===== src/hdl/rvpt_pkg.sv =====
`timescale 1ns / 1ps

package rvpt_pkg;

   // Operation codes carried in the op field.
   localparam logic [1:0] OP_WRITE = 2'd0;
   localparam logic [1:0] OP_ADD   = 2'd1;
   localparam logic [1:0] OP_QUERY = 2'd2;

   // Field widths fixed by the interface.
   localparam int unsigned IDX_W = 10;
   localparam int unsigned VAL_W = 32;
   localparam int unsigned CSR_W = 11;

   // Entries per block; block and index arithmetic relies on a power of two.
   localparam int unsigned BLOCK_SIZE = 32;

   // Sequencer states.
   typedef enum logic [1:0] {
      ST_IDLE,
      ST_RD,
      ST_CMP,
      ST_RSP
   } state_type;

   // Write-side controls toward the entry RAM.
   typedef struct packed {
      logic we;
      logic [VAL_W-1:0] wdata;
   } ram_ctl_type;

endpackage


===== src/hdl/rvpt_req_if.sv =====
`timescale 1ns / 1ps

interface rvpt_req_if;
   logic valid;
   logic ready;
   logic [1:0] op;
   logic [rvpt_pkg::IDX_W-1:0] lo;
   logic [rvpt_pkg::IDX_W-1:0] hi;
   logic signed [rvpt_pkg::VAL_W-1:0] value;

   modport source (output valid, op, lo, hi, value, input ready);
   modport sink (input valid, op, lo, hi, value, output ready);
endinterface


===== src/hdl/rvpt_rsp_if.sv =====
`timescale 1ns / 1ps

interface rvpt_rsp_if;
   logic valid;
   logic ready;
   logic found;

   modport source (output valid, found, input ready);
   modport sink (input valid, found, output ready);
endinterface


===== src/hdl/rvpt_ctrl.sv =====
`timescale 1ns / 1ps

module rvpt_ctrl #(
   parameter int unsigned MAX_ENTRIES = 1024
) (
   input  logic clock,
   input  logic reset,
   rvpt_req_if.sink   req_if,
   rvpt_rsp_if.source rsp_if,
   input  logic                        csr_we,
   input  logic [rvpt_pkg::CSR_W-1:0]  csr_wdata,
   output rvpt_pkg::ram_ctl_type       ram_ctl,
   output logic [$clog2((MAX_ENTRIES + rvpt_pkg::BLOCK_SIZE - 1) / rvpt_pkg::BLOCK_SIZE
                        * rvpt_pkg::BLOCK_SIZE)-1:0] ram_addr,
   input  logic [rvpt_pkg::VAL_W-1:0]  ram_rdata
);

   localparam int unsigned NB   = (MAX_ENTRIES + rvpt_pkg::BLOCK_SIZE - 1) / rvpt_pkg::BLOCK_SIZE;
   localparam int unsigned AW   = $clog2(NB * rvpt_pkg::BLOCK_SIZE);
   localparam int unsigned BW   = $clog2(rvpt_pkg::BLOCK_SIZE);
   localparam int unsigned NBW  = (NB > 1) ? $clog2(NB) : 1;
   localparam int unsigned CW0  = $clog2(MAX_ENTRIES + 1);
   localparam int unsigned CW   = (CW0 > rvpt_pkg::CSR_W) ? CW0 : rvpt_pkg::CSR_W;
   localparam int unsigned XW   = CW + 1;
   localparam int unsigned VW   = rvpt_pkg::VAL_W;

   rvpt_pkg::state_type state_ff, state_in;
   logic [rvpt_pkg::CSR_W-1:0] csr_ff;
   logic          add_ff, add_in;
   logic [XW-1:0] idx_ff, idx_in;
   logic [XW-1:0] hi_ff, hi_in;
   logic [XW-1:0] bl_ff, bl_in, bh_ff, bh_in;
   logic [VW-1:0] val_ff, val_in;
   logic          hit_ff, hit_in;
   logic          rspv_ff, rspv_in;
   logic          found_ff, found_in;
   logic [VW-1:0] off_ff [NB];
   logic          off_we;
   logic [VW-1:0] off_wdata;

   logic [CW-1:0] eff;
   logic [XW-1:0] lo_x, hi_x, blk;
   logic [NBW-1:0] blk_i;
   logic          take, rng_ok, whole, slot_free;
   logic [VW-1:0] vis;

   // Effective entry count saturates at MAX_ENTRIES.
   assign eff = (CW'(csr_ff) > CW'(MAX_ENTRIES)) ? CW'(MAX_ENTRIES) : CW'(csr_ff);

   assign lo_x   = XW'(req_if.lo);
   assign hi_x   = XW'(req_if.hi);
   assign rng_ok = (lo_x <= hi_x) && (hi_x < XW'(eff));
   assign take   = req_if.valid && req_if.ready;

   assign blk   = idx_ff >> BW;
   assign blk_i = blk[NBW-1:0];
   assign whole = add_ff && (blk > bl_ff) && (blk < bh_ff);
   assign vis   = ram_rdata + off_ff[blk_i];
   assign slot_free = !rspv_ff || rsp_if.ready;

   // Next state.
   always_comb begin
      state_in = state_ff;
      case (state_ff)
         rvpt_pkg::ST_IDLE: begin
            if (take && req_if.op == rvpt_pkg::OP_QUERY) begin
               state_in = rng_ok ? rvpt_pkg::ST_RD : rvpt_pkg::ST_RSP;
            end else if (take && req_if.op == rvpt_pkg::OP_ADD && rng_ok) begin
               state_in = rvpt_pkg::ST_RD;
            end
         end
         rvpt_pkg::ST_RD: begin
            if (idx_ff > hi_ff) begin
               state_in = add_ff ? rvpt_pkg::ST_IDLE : rvpt_pkg::ST_RSP;
            end else if (!whole) begin
               state_in = rvpt_pkg::ST_CMP;
            end
         end
         rvpt_pkg::ST_CMP: state_in = rvpt_pkg::ST_RD;
         rvpt_pkg::ST_RSP: begin
            if (slot_free) begin
               state_in = rvpt_pkg::ST_IDLE;
            end
         end
         default: state_in = rvpt_pkg::ST_IDLE;
      endcase
   end

   // Datapath and outputs.
   always_comb begin
      add_in    = add_ff;
      idx_in    = idx_ff;
      hi_in     = hi_ff;
      bl_in     = bl_ff;
      bh_in     = bh_ff;
      val_in    = val_ff;
      hit_in    = hit_ff;
      rspv_in   = rspv_ff && !rsp_if.ready;
      found_in  = found_ff;
      off_we    = 1'b0;
      off_wdata = off_ff[blk_i] + val_ff;
      ram_ctl.we    = 1'b0;
      ram_ctl.wdata = vis;
      ram_addr  = idx_ff[AW-1:0];
      req_if.ready = (state_ff == rvpt_pkg::ST_IDLE);
      case (state_ff)
         rvpt_pkg::ST_IDLE: begin
            add_in = (req_if.op == rvpt_pkg::OP_ADD);
            idx_in = lo_x;
            hi_in  = hi_x;
            bl_in  = lo_x >> BW;
            bh_in  = hi_x >> BW;
            val_in = req_if.value;
            hit_in = 1'b0;
            // A write goes straight to the RAM.
            ram_addr      = lo_x[AW-1:0];
            ram_ctl.wdata = req_if.value;
            ram_ctl.we    = take && (req_if.op == rvpt_pkg::OP_WRITE) && (lo_x < XW'(eff));
         end
         rvpt_pkg::ST_RD: begin
            // Whole blocks in an add take the amount in their offset.
            if (idx_ff <= hi_ff && whole) begin
               off_we = 1'b1;
               idx_in = (blk + XW'(1)) << BW;
            end
         end
         rvpt_pkg::ST_CMP: begin
            if (add_ff) begin
               ram_ctl.we    = 1'b1;
               ram_ctl.wdata = ram_rdata + val_ff;
            end else if (vis == val_ff) begin
               hit_in = 1'b1;
            end
            idx_in = idx_ff + XW'(1);
         end
         rvpt_pkg::ST_RSP: begin
            if (slot_free) begin
               rspv_in  = 1'b1;
               found_in = hit_ff;
            end
         end
         default: ;
      endcase
   end

   always_ff @(posedge clock) begin
      if (reset) begin
         state_ff <= rvpt_pkg::ST_IDLE;
         csr_ff   <= rvpt_pkg::CSR_W'(1024);
         rspv_ff  <= 1'b0;
         for (int i = 0; i < NB; i++) begin
            off_ff[i] <= '0;
         end
      end else begin
         state_ff <= state_in;
         rspv_ff  <= rspv_in;
         if (csr_we) begin
            csr_ff <= csr_wdata;
         end
         if (off_we) begin
            off_ff[blk_i] <= off_wdata;
         end
      end
   end

   always_ff @(posedge clock) begin
      add_ff   <= add_in;
      idx_ff   <= idx_in;
      hi_ff    <= hi_in;
      bl_ff    <= bl_in;
      bh_ff    <= bh_in;
      val_ff   <= val_in;
      hit_ff   <= hit_in;
      found_ff <= found_in;
   end

   assign rsp_if.valid = rspv_ff;
   assign rsp_if.found = found_ff;

endmodule


===== src/flat_wrapper.sv =====
// flat-port wrapper written by rule: the top's interface ports become plain ports
module rvpt_ctrl_flat 
#(
   parameter int unsigned MAX_ENTRIES = 1024
)
  (clock, reset, csr_we, csr_wdata, ram_ctl, ram_addr, ram_rdata, req_if_valid, req_if_op, req_if_lo, req_if_hi, req_if_value, req_if_ready, rsp_if_valid, rsp_if_found, rsp_if_ready);
  rvpt_req_if req_if_i ();
  rvpt_rsp_if rsp_if_i ();
  input  logic clock;
  input  logic reset;
  input  logic csr_we;
  input  logic [rvpt_pkg::CSR_W-1:0] csr_wdata;
  output rvpt_pkg::ram_ctl_type ram_ctl;
  output logic [$clog2((MAX_ENTRIES + rvpt_pkg::BLOCK_SIZE - 1) / rvpt_pkg::BLOCK_SIZE
                        * rvpt_pkg::BLOCK_SIZE)-1:0] ram_addr;
  input  logic [rvpt_pkg::VAL_W-1:0] ram_rdata;
  input wire logic [$bits(req_if_i.valid)-1:0] req_if_valid;
  input wire logic [$bits(req_if_i.op)-1:0] req_if_op;
  input wire logic [$bits(req_if_i.lo)-1:0] req_if_lo;
  input wire logic [$bits(req_if_i.hi)-1:0] req_if_hi;
  input wire logic [$bits(req_if_i.value)-1:0] req_if_value;
  output wire logic [$bits(req_if_i.ready)-1:0] req_if_ready;
  output wire logic [$bits(rsp_if_i.valid)-1:0] rsp_if_valid;
  output wire logic [$bits(rsp_if_i.found)-1:0] rsp_if_found;
  input wire logic [$bits(rsp_if_i.ready)-1:0] rsp_if_ready;
  assign req_if_i.valid = req_if_valid;
  assign req_if_i.op = req_if_op;
  assign req_if_i.lo = req_if_lo;
  assign req_if_i.hi = req_if_hi;
  assign req_if_i.value = req_if_value;
  assign req_if_ready = req_if_i.ready;
  assign rsp_if_valid = rsp_if_i.valid;
  assign rsp_if_found = rsp_if_i.found;
  assign rsp_if_i.ready = rsp_if_ready;
  rvpt_ctrl #(.MAX_ENTRIES(MAX_ENTRIES)) u_core (.clock(clock), .reset(reset), .req_if(req_if_i), .rsp_if(rsp_if_i), .csr_we(csr_we), .csr_wdata(csr_wdata), .ram_ctl(ram_ctl), .ram_addr(ram_addr), .ram_rdata(ram_rdata));
endmodule

===== config.mk =====
export PLATFORM = sky130hd
export DESIGN_NAME = rvpt_ctrl_flat
export DESIGN_NICKNAME = d
export VERILOG_FILES = /design/src/hdl/rvpt_pkg.sv /design/src/hdl/rvpt_req_if.sv /design/src/hdl/rvpt_rsp_if.sv /design/src/hdl/rvpt_ctrl.sv /design/src/flat_wrapper.sv
export SDC_FILE = /design/constraint.sdc
export NUM_CORES = 2
export LEC_CHECK = 0
export BUFFER_PORTS_ARGS = -buffer_cell sky130_fd_sc_hd__buf_2
export CAP_MARGIN = 20
export CORE_AREA = 2 2 468 470
export CTS_CLUSTER_SIZE = 12
export DETAILED_ROUTE_END_ITERATION = 7
export DIE_AREA = 0 0 470 472
export PLACE_DENSITY = 0.4
export SKIP_CTS_REPAIR_TIMING = 1
export SKIP_LAST_GASP = 1
export SYNTH_ARGS = -nofsm -noshare
export SYNTH_HDL_FRONTEND = slang
export SYNTH_SLANG_ARGS = --single-unit

===== constraint.sdc =====
create_clock -name clock -period 5.75 [get_ports clock]
set_clock_uncertainty 0.2 [all_clocks]
set_input_delay 0.575 -clock clock [delete_from_list [all_inputs] [get_ports clock]]
set_output_delay 0.575 -clock clock [all_outputs]
set_load 0.02 [all_outputs]

* Word level (Yosys, flattened, before mapping)
Memories as Yosys holds them, arrays and structs flattened. A register that Yosys moved wholly into a read port is not among the register bits.
Index checks and enable logic that the tools add are counted.
** Word-level totals
- Memories kept :: 1
- Logic and storage cells :: 90
- Input bits :: 102
- Bits in registers :: 81
- Bits in writable memories :: 1024
- Output and inout bits :: 46
** Cells by class
- Add/subtract/negate cells :: 5
- Reductions and logical operators :: 23
- Order comparisons :: 8
- Eq/ne operators :: 12
- Mux-type cells :: 30
** Memory list
- u_core.off_ff :: words 32, bits a word 32, read ports 1, clocked after Yosys merged registers in 1, write ports 32, line rvpt_ctrl.sv:37 : logic [VW-1:0] off_ff [NB];
** Operator list (count)
- $add A32 B32 Y32 :: 3
- $pmux W33 S2 :: 1
- $pmux W12 S3 :: 1
- $mux W33 :: 1
- $eq A32 B32 Y1 :: 1
- $mux W32 :: 1
- $reduce_or A32 Y1 :: 1
- $lt A10 B11 Y1 :: 2
- $mux W2 :: 7
- $add A12 B1 Y12 const B :: 1
- $gt A12 B10 Y1 :: 1
- $le A12 B10 Y1 :: 1
- $mux W1 :: 12
- $mux W12 :: 1
- $gt A11 B11 Y1 const B :: 1
- $logic_and A1 B1 Y1 :: 11
- $mux W11 :: 1
- $le A10 B10 Y1 :: 1
- $mux W10 :: 1
- $mux W5 :: 2
- $pmux W2 S4 :: 1
- $add A7 B1 Y7 const B :: 1
- $gt A7 B5 Y1 :: 1
- $lt A7 B5 Y1 :: 1
- other kinds (13) :: 23

* Longest topological paths before layout
- Word-level depth :: 11
- Depth in mapped cells :: 22
- Depth with buffers taken out :: 17

* Worst setup path after synthesis
OpenSTA, ideal clock, no wires.
- Kind :: flip-flop to output port
- Start point :: register (tool-made name)
- End point :: output port ram_ctl[24] (netlist bit)
- Buffers on the path :: 3
- Stages on the path, launching flop included :: 20
- Path slack :: -0.552 ns
- Arrival :: 5.527 ns
- Cell sequence :: dfxtp_1 -> clkbuf_1 -> clkbuf_1 -> buf_1 -> mux4_2 -> mux4_2 -> mux2_2 -> ha_1 -> fa_1 -> a21oi_1 -> o2bb2ai_1 -> nor3_2 -> o31ai_1 -> and3_1 -> and3_1 -> or3_1 -> a21oi_1 -> xnor2_1 -> a22oi_1 -> o21ai_0
** RTL lines
- end, declared :: line flat_wrapper.sv:13 : output rvpt_pkg::ram_ctl_type ram_ctl;

==> out/qor.yml <==
run:
  max_cap_violations: 0
floorplanning:
  core_sq_um: 217000
  die_x_microns: 470
  dieArea_sq_um: 222000
  fp-row-count: 171
  io_pins: 148
  initial_core_util_pct: 25.0
  dieHeight_microns: 472
cells_and_area:
  drive_gt1_share_pct: 29.6
  seq_area_sq_um: 33000
  multi_input_area_sq_um: 20800
  final_common_cell: "nor2_1"
  nets: 4759
  layout_common_cells: "1095 x nor2_1, 1086 x edfxtp_1, 382 x buf_4"
  fillers: 21500
  syn_to_final_growth_pct: 26.0
timing:
  slew_violations: 0
  finalWorstSetupSlack_ns: -0.565
  setup_viol: 42
  fin_crit_sh_pct: 110
  hold_viol: 0
  tightest_slew_ns: 1.13
  min_period_ns: 6.32
  slew_headroom_pct: 24.9
  fmaxAchievable_mhz: 158
  rsz0062_at_grt: "yes"
yosys:
  yosys_warnings: 0
  ys_top_cells_by_area: "edfxtp_1 60%, mux4_2 13%, nor2_1 7.6%"
  synth_edf_count: 1086
  ys_seq_area_share_pct: 61.1
  syn_inst: 4015
  synth_top_flop_cell: "edfxtp_1"
  async_flop_share_pct: 0
  synth_top_area_share_pct: 60.3
  ys_ff_latch: 1105
  ys_types: 80
  yosysTopAreaCell: "edfxtp_1"
  syn-cell-area_sq_um: 54000
  syn_nets: 4266
  avgSynthCellArea_sq_um: 13.5
global_routing:
  gr-usage-all-layers_pct: 17.6
  overflow: 0
  grt_pass1_wl_microns: 281000
  antenna_found_initial: 12
  grt_pass1_vias: 36100
  grt_max_degree: 70
routing:
  drtPass1Iterations: 5
  antenna_left: 0
  routed_via_density: 4.88
  drc: 0
  first_iter_violations: 3435
  drt_wl_total_microns: 201000
  wl_per_cell_microns: 26.9
  vias: 36400
clock_network:
  clk_pin_slew_ns: 0.06
  htreeDepth: 4
  cts.path.max_buffers: 3
  cts_root_buf: "clkbuf_16"
  tritoncts: "yes"
  clk_latency_ns: 0.78
  clock_sinks: 1105
  cts_buffers: 133
placement:
  dp_slack_ns: -0.200
  post-dp-hpwl_microns: 119000
  io_buffers: 147
  gp_congestion: 0.820
setup_path:
  cp.arrival_ns: 5.54
  reg2reg_depth: 19
  startpoint_type: "flip-flop"
  path_class: "flip-flop to primary output"
  crit_required_ns: 4.97
  cp_max_fo: 15
  end_kind: "primary output"
worst_hold_path:
  hold_class: "primary input to flip-flop"
  worstHoldPathCells: 4
status:
  violations: "negative setup slack"
  status: "complete, but fails checks"
## final timing paths
path	from	endpoint	slack [ns]
worst max-delay path	flip-flop	ram_ctl[29]	-0.57
worst min-delay path	req_if_valid	u_core.state_ff[1]	0.05
worst max register to register	flip-flop	u_core.off_ff[22][31]	-0.04
worst min register to register	u_core.csr_ff[2]	u_core.csr_ff[2]	0.30
## per-stage QoR
stage          cell area, sq um  hold slack (ns)  utilization, %  std cells  TNS [ns]
2_1_floorplan             54100            0.200               -       4015  -0.00968
3_3_place_gp              61400            0.279            28.4       7078     -7.92
3_5_place_dp              61400            0.288            28.4       7078     -5.92
4_1_cts                   65600           -0.250            30.3       7316    -23.35
5_1_grt                   68100           0.0286            31.4       7467    -40.19
6_report                  68100           0.0488            31.4       7468     -8.46
## area by class of cell
cell class,count,area share [%]
well taps,2854,5.25
multi-input cells,2526,30.6
inverters,63,0.347
flip-flops and latches,1105,48.5
diodes,3,0.0110
clock inverters,65,0.860
clock buffers,173,5.27
repair buffers,679,9.22
## routing by layer
layer	vias to the layer above	track usage [%]	routed length (microns)
li1	15900	-	-
met1	19100	24.7	90800
met2	1175	29.0	96300
met3	221	2.28	10400
met4	0	3.35	3490
met5	-	0	0
## cells in the mapped netlist (all sizes together) (11+ instances only)
| cell type | instances |
|---|---|
| mux4 | 316 |
| nand2b | 58 |
| nor3 | 37 |
| a22oi | 22 |
| clkbuf | 268 |
| mux2 | 43 |
| nand2 | 116 |
| edfxtp | 1086 |
| inv | 63 |
| nand3 | 32 |
| nor2b | 21 |
| xnor2 | 75 |
| nor4 | 11 |
| o21a | 19 |
| and3 | 15 |
| a31oi | 12 |
| dfxtp | 19 |
| a21oi | 113 |
| mux2i | 22 |
| buf | 53 |
| nand4 | 16 |
| ha | 146 |
| nor2 | 1099 |
| o21ai | 89 |
| xor2 | 44 |
| a21o | 51 |
| a211oi | 12 |
| and2 | 13 |
## worst max-delay path: stages (launching register included)
cell	delay, ns
dfxtp_4	0.47
buf_12	0.19
buf_16	0.16
buf_12	0.17
buf_16	0.15
mux4_2	0.56
mux4_2	0.53
mux2_2	0.34
ha_1	0.22
a21oi_2	0.17
buf_4	0.13
o21bai_1	0.05
a21o_1	0.22
nand3_1	0.11
a31oi_1	0.10
or3_4	0.34
a31oi_4	0.17
xnor2_2	0.11
a221oi_2	0.22
o21ai_1	0.14
buf_4	0.19
## sequential cells by signal, indices dropped and copies added, names as in the netlist, named ones only
signal               cells
u_core.val_ff           32
u_core.hi_ff            10
u_core.off_ff         1024
u_core.hit_ff            1
u_core.add_ff            1
u_core.csr_ff           11
u_core.rsp_if.found      1
u_core.rsp_if.valid      1
u_core.bl_ff             5
u_core.idx_ff           12
u_core.state_ff          2
## logic make-up (layout without fill, tap and decap cells)
kind of cell               Yosys count  after routing  share of synthesized area (%)
and+or+nand+nor                   1453           1453                           11.2
DFF                               1105           1105                           61.1
AOI/OAI and AO/OA                  423            423                           5.17
buffers and inverters              384            980                           2.69
muxes                              381            381                           14.5
adders and majority gates          149            149                           3.49
xor gates and xnor gates           120            120                           1.97
other                                0              3                              0
Power is not shown: default switching activity piles up to over one toggle a cycle in this logic, so the estimate is an artifact.
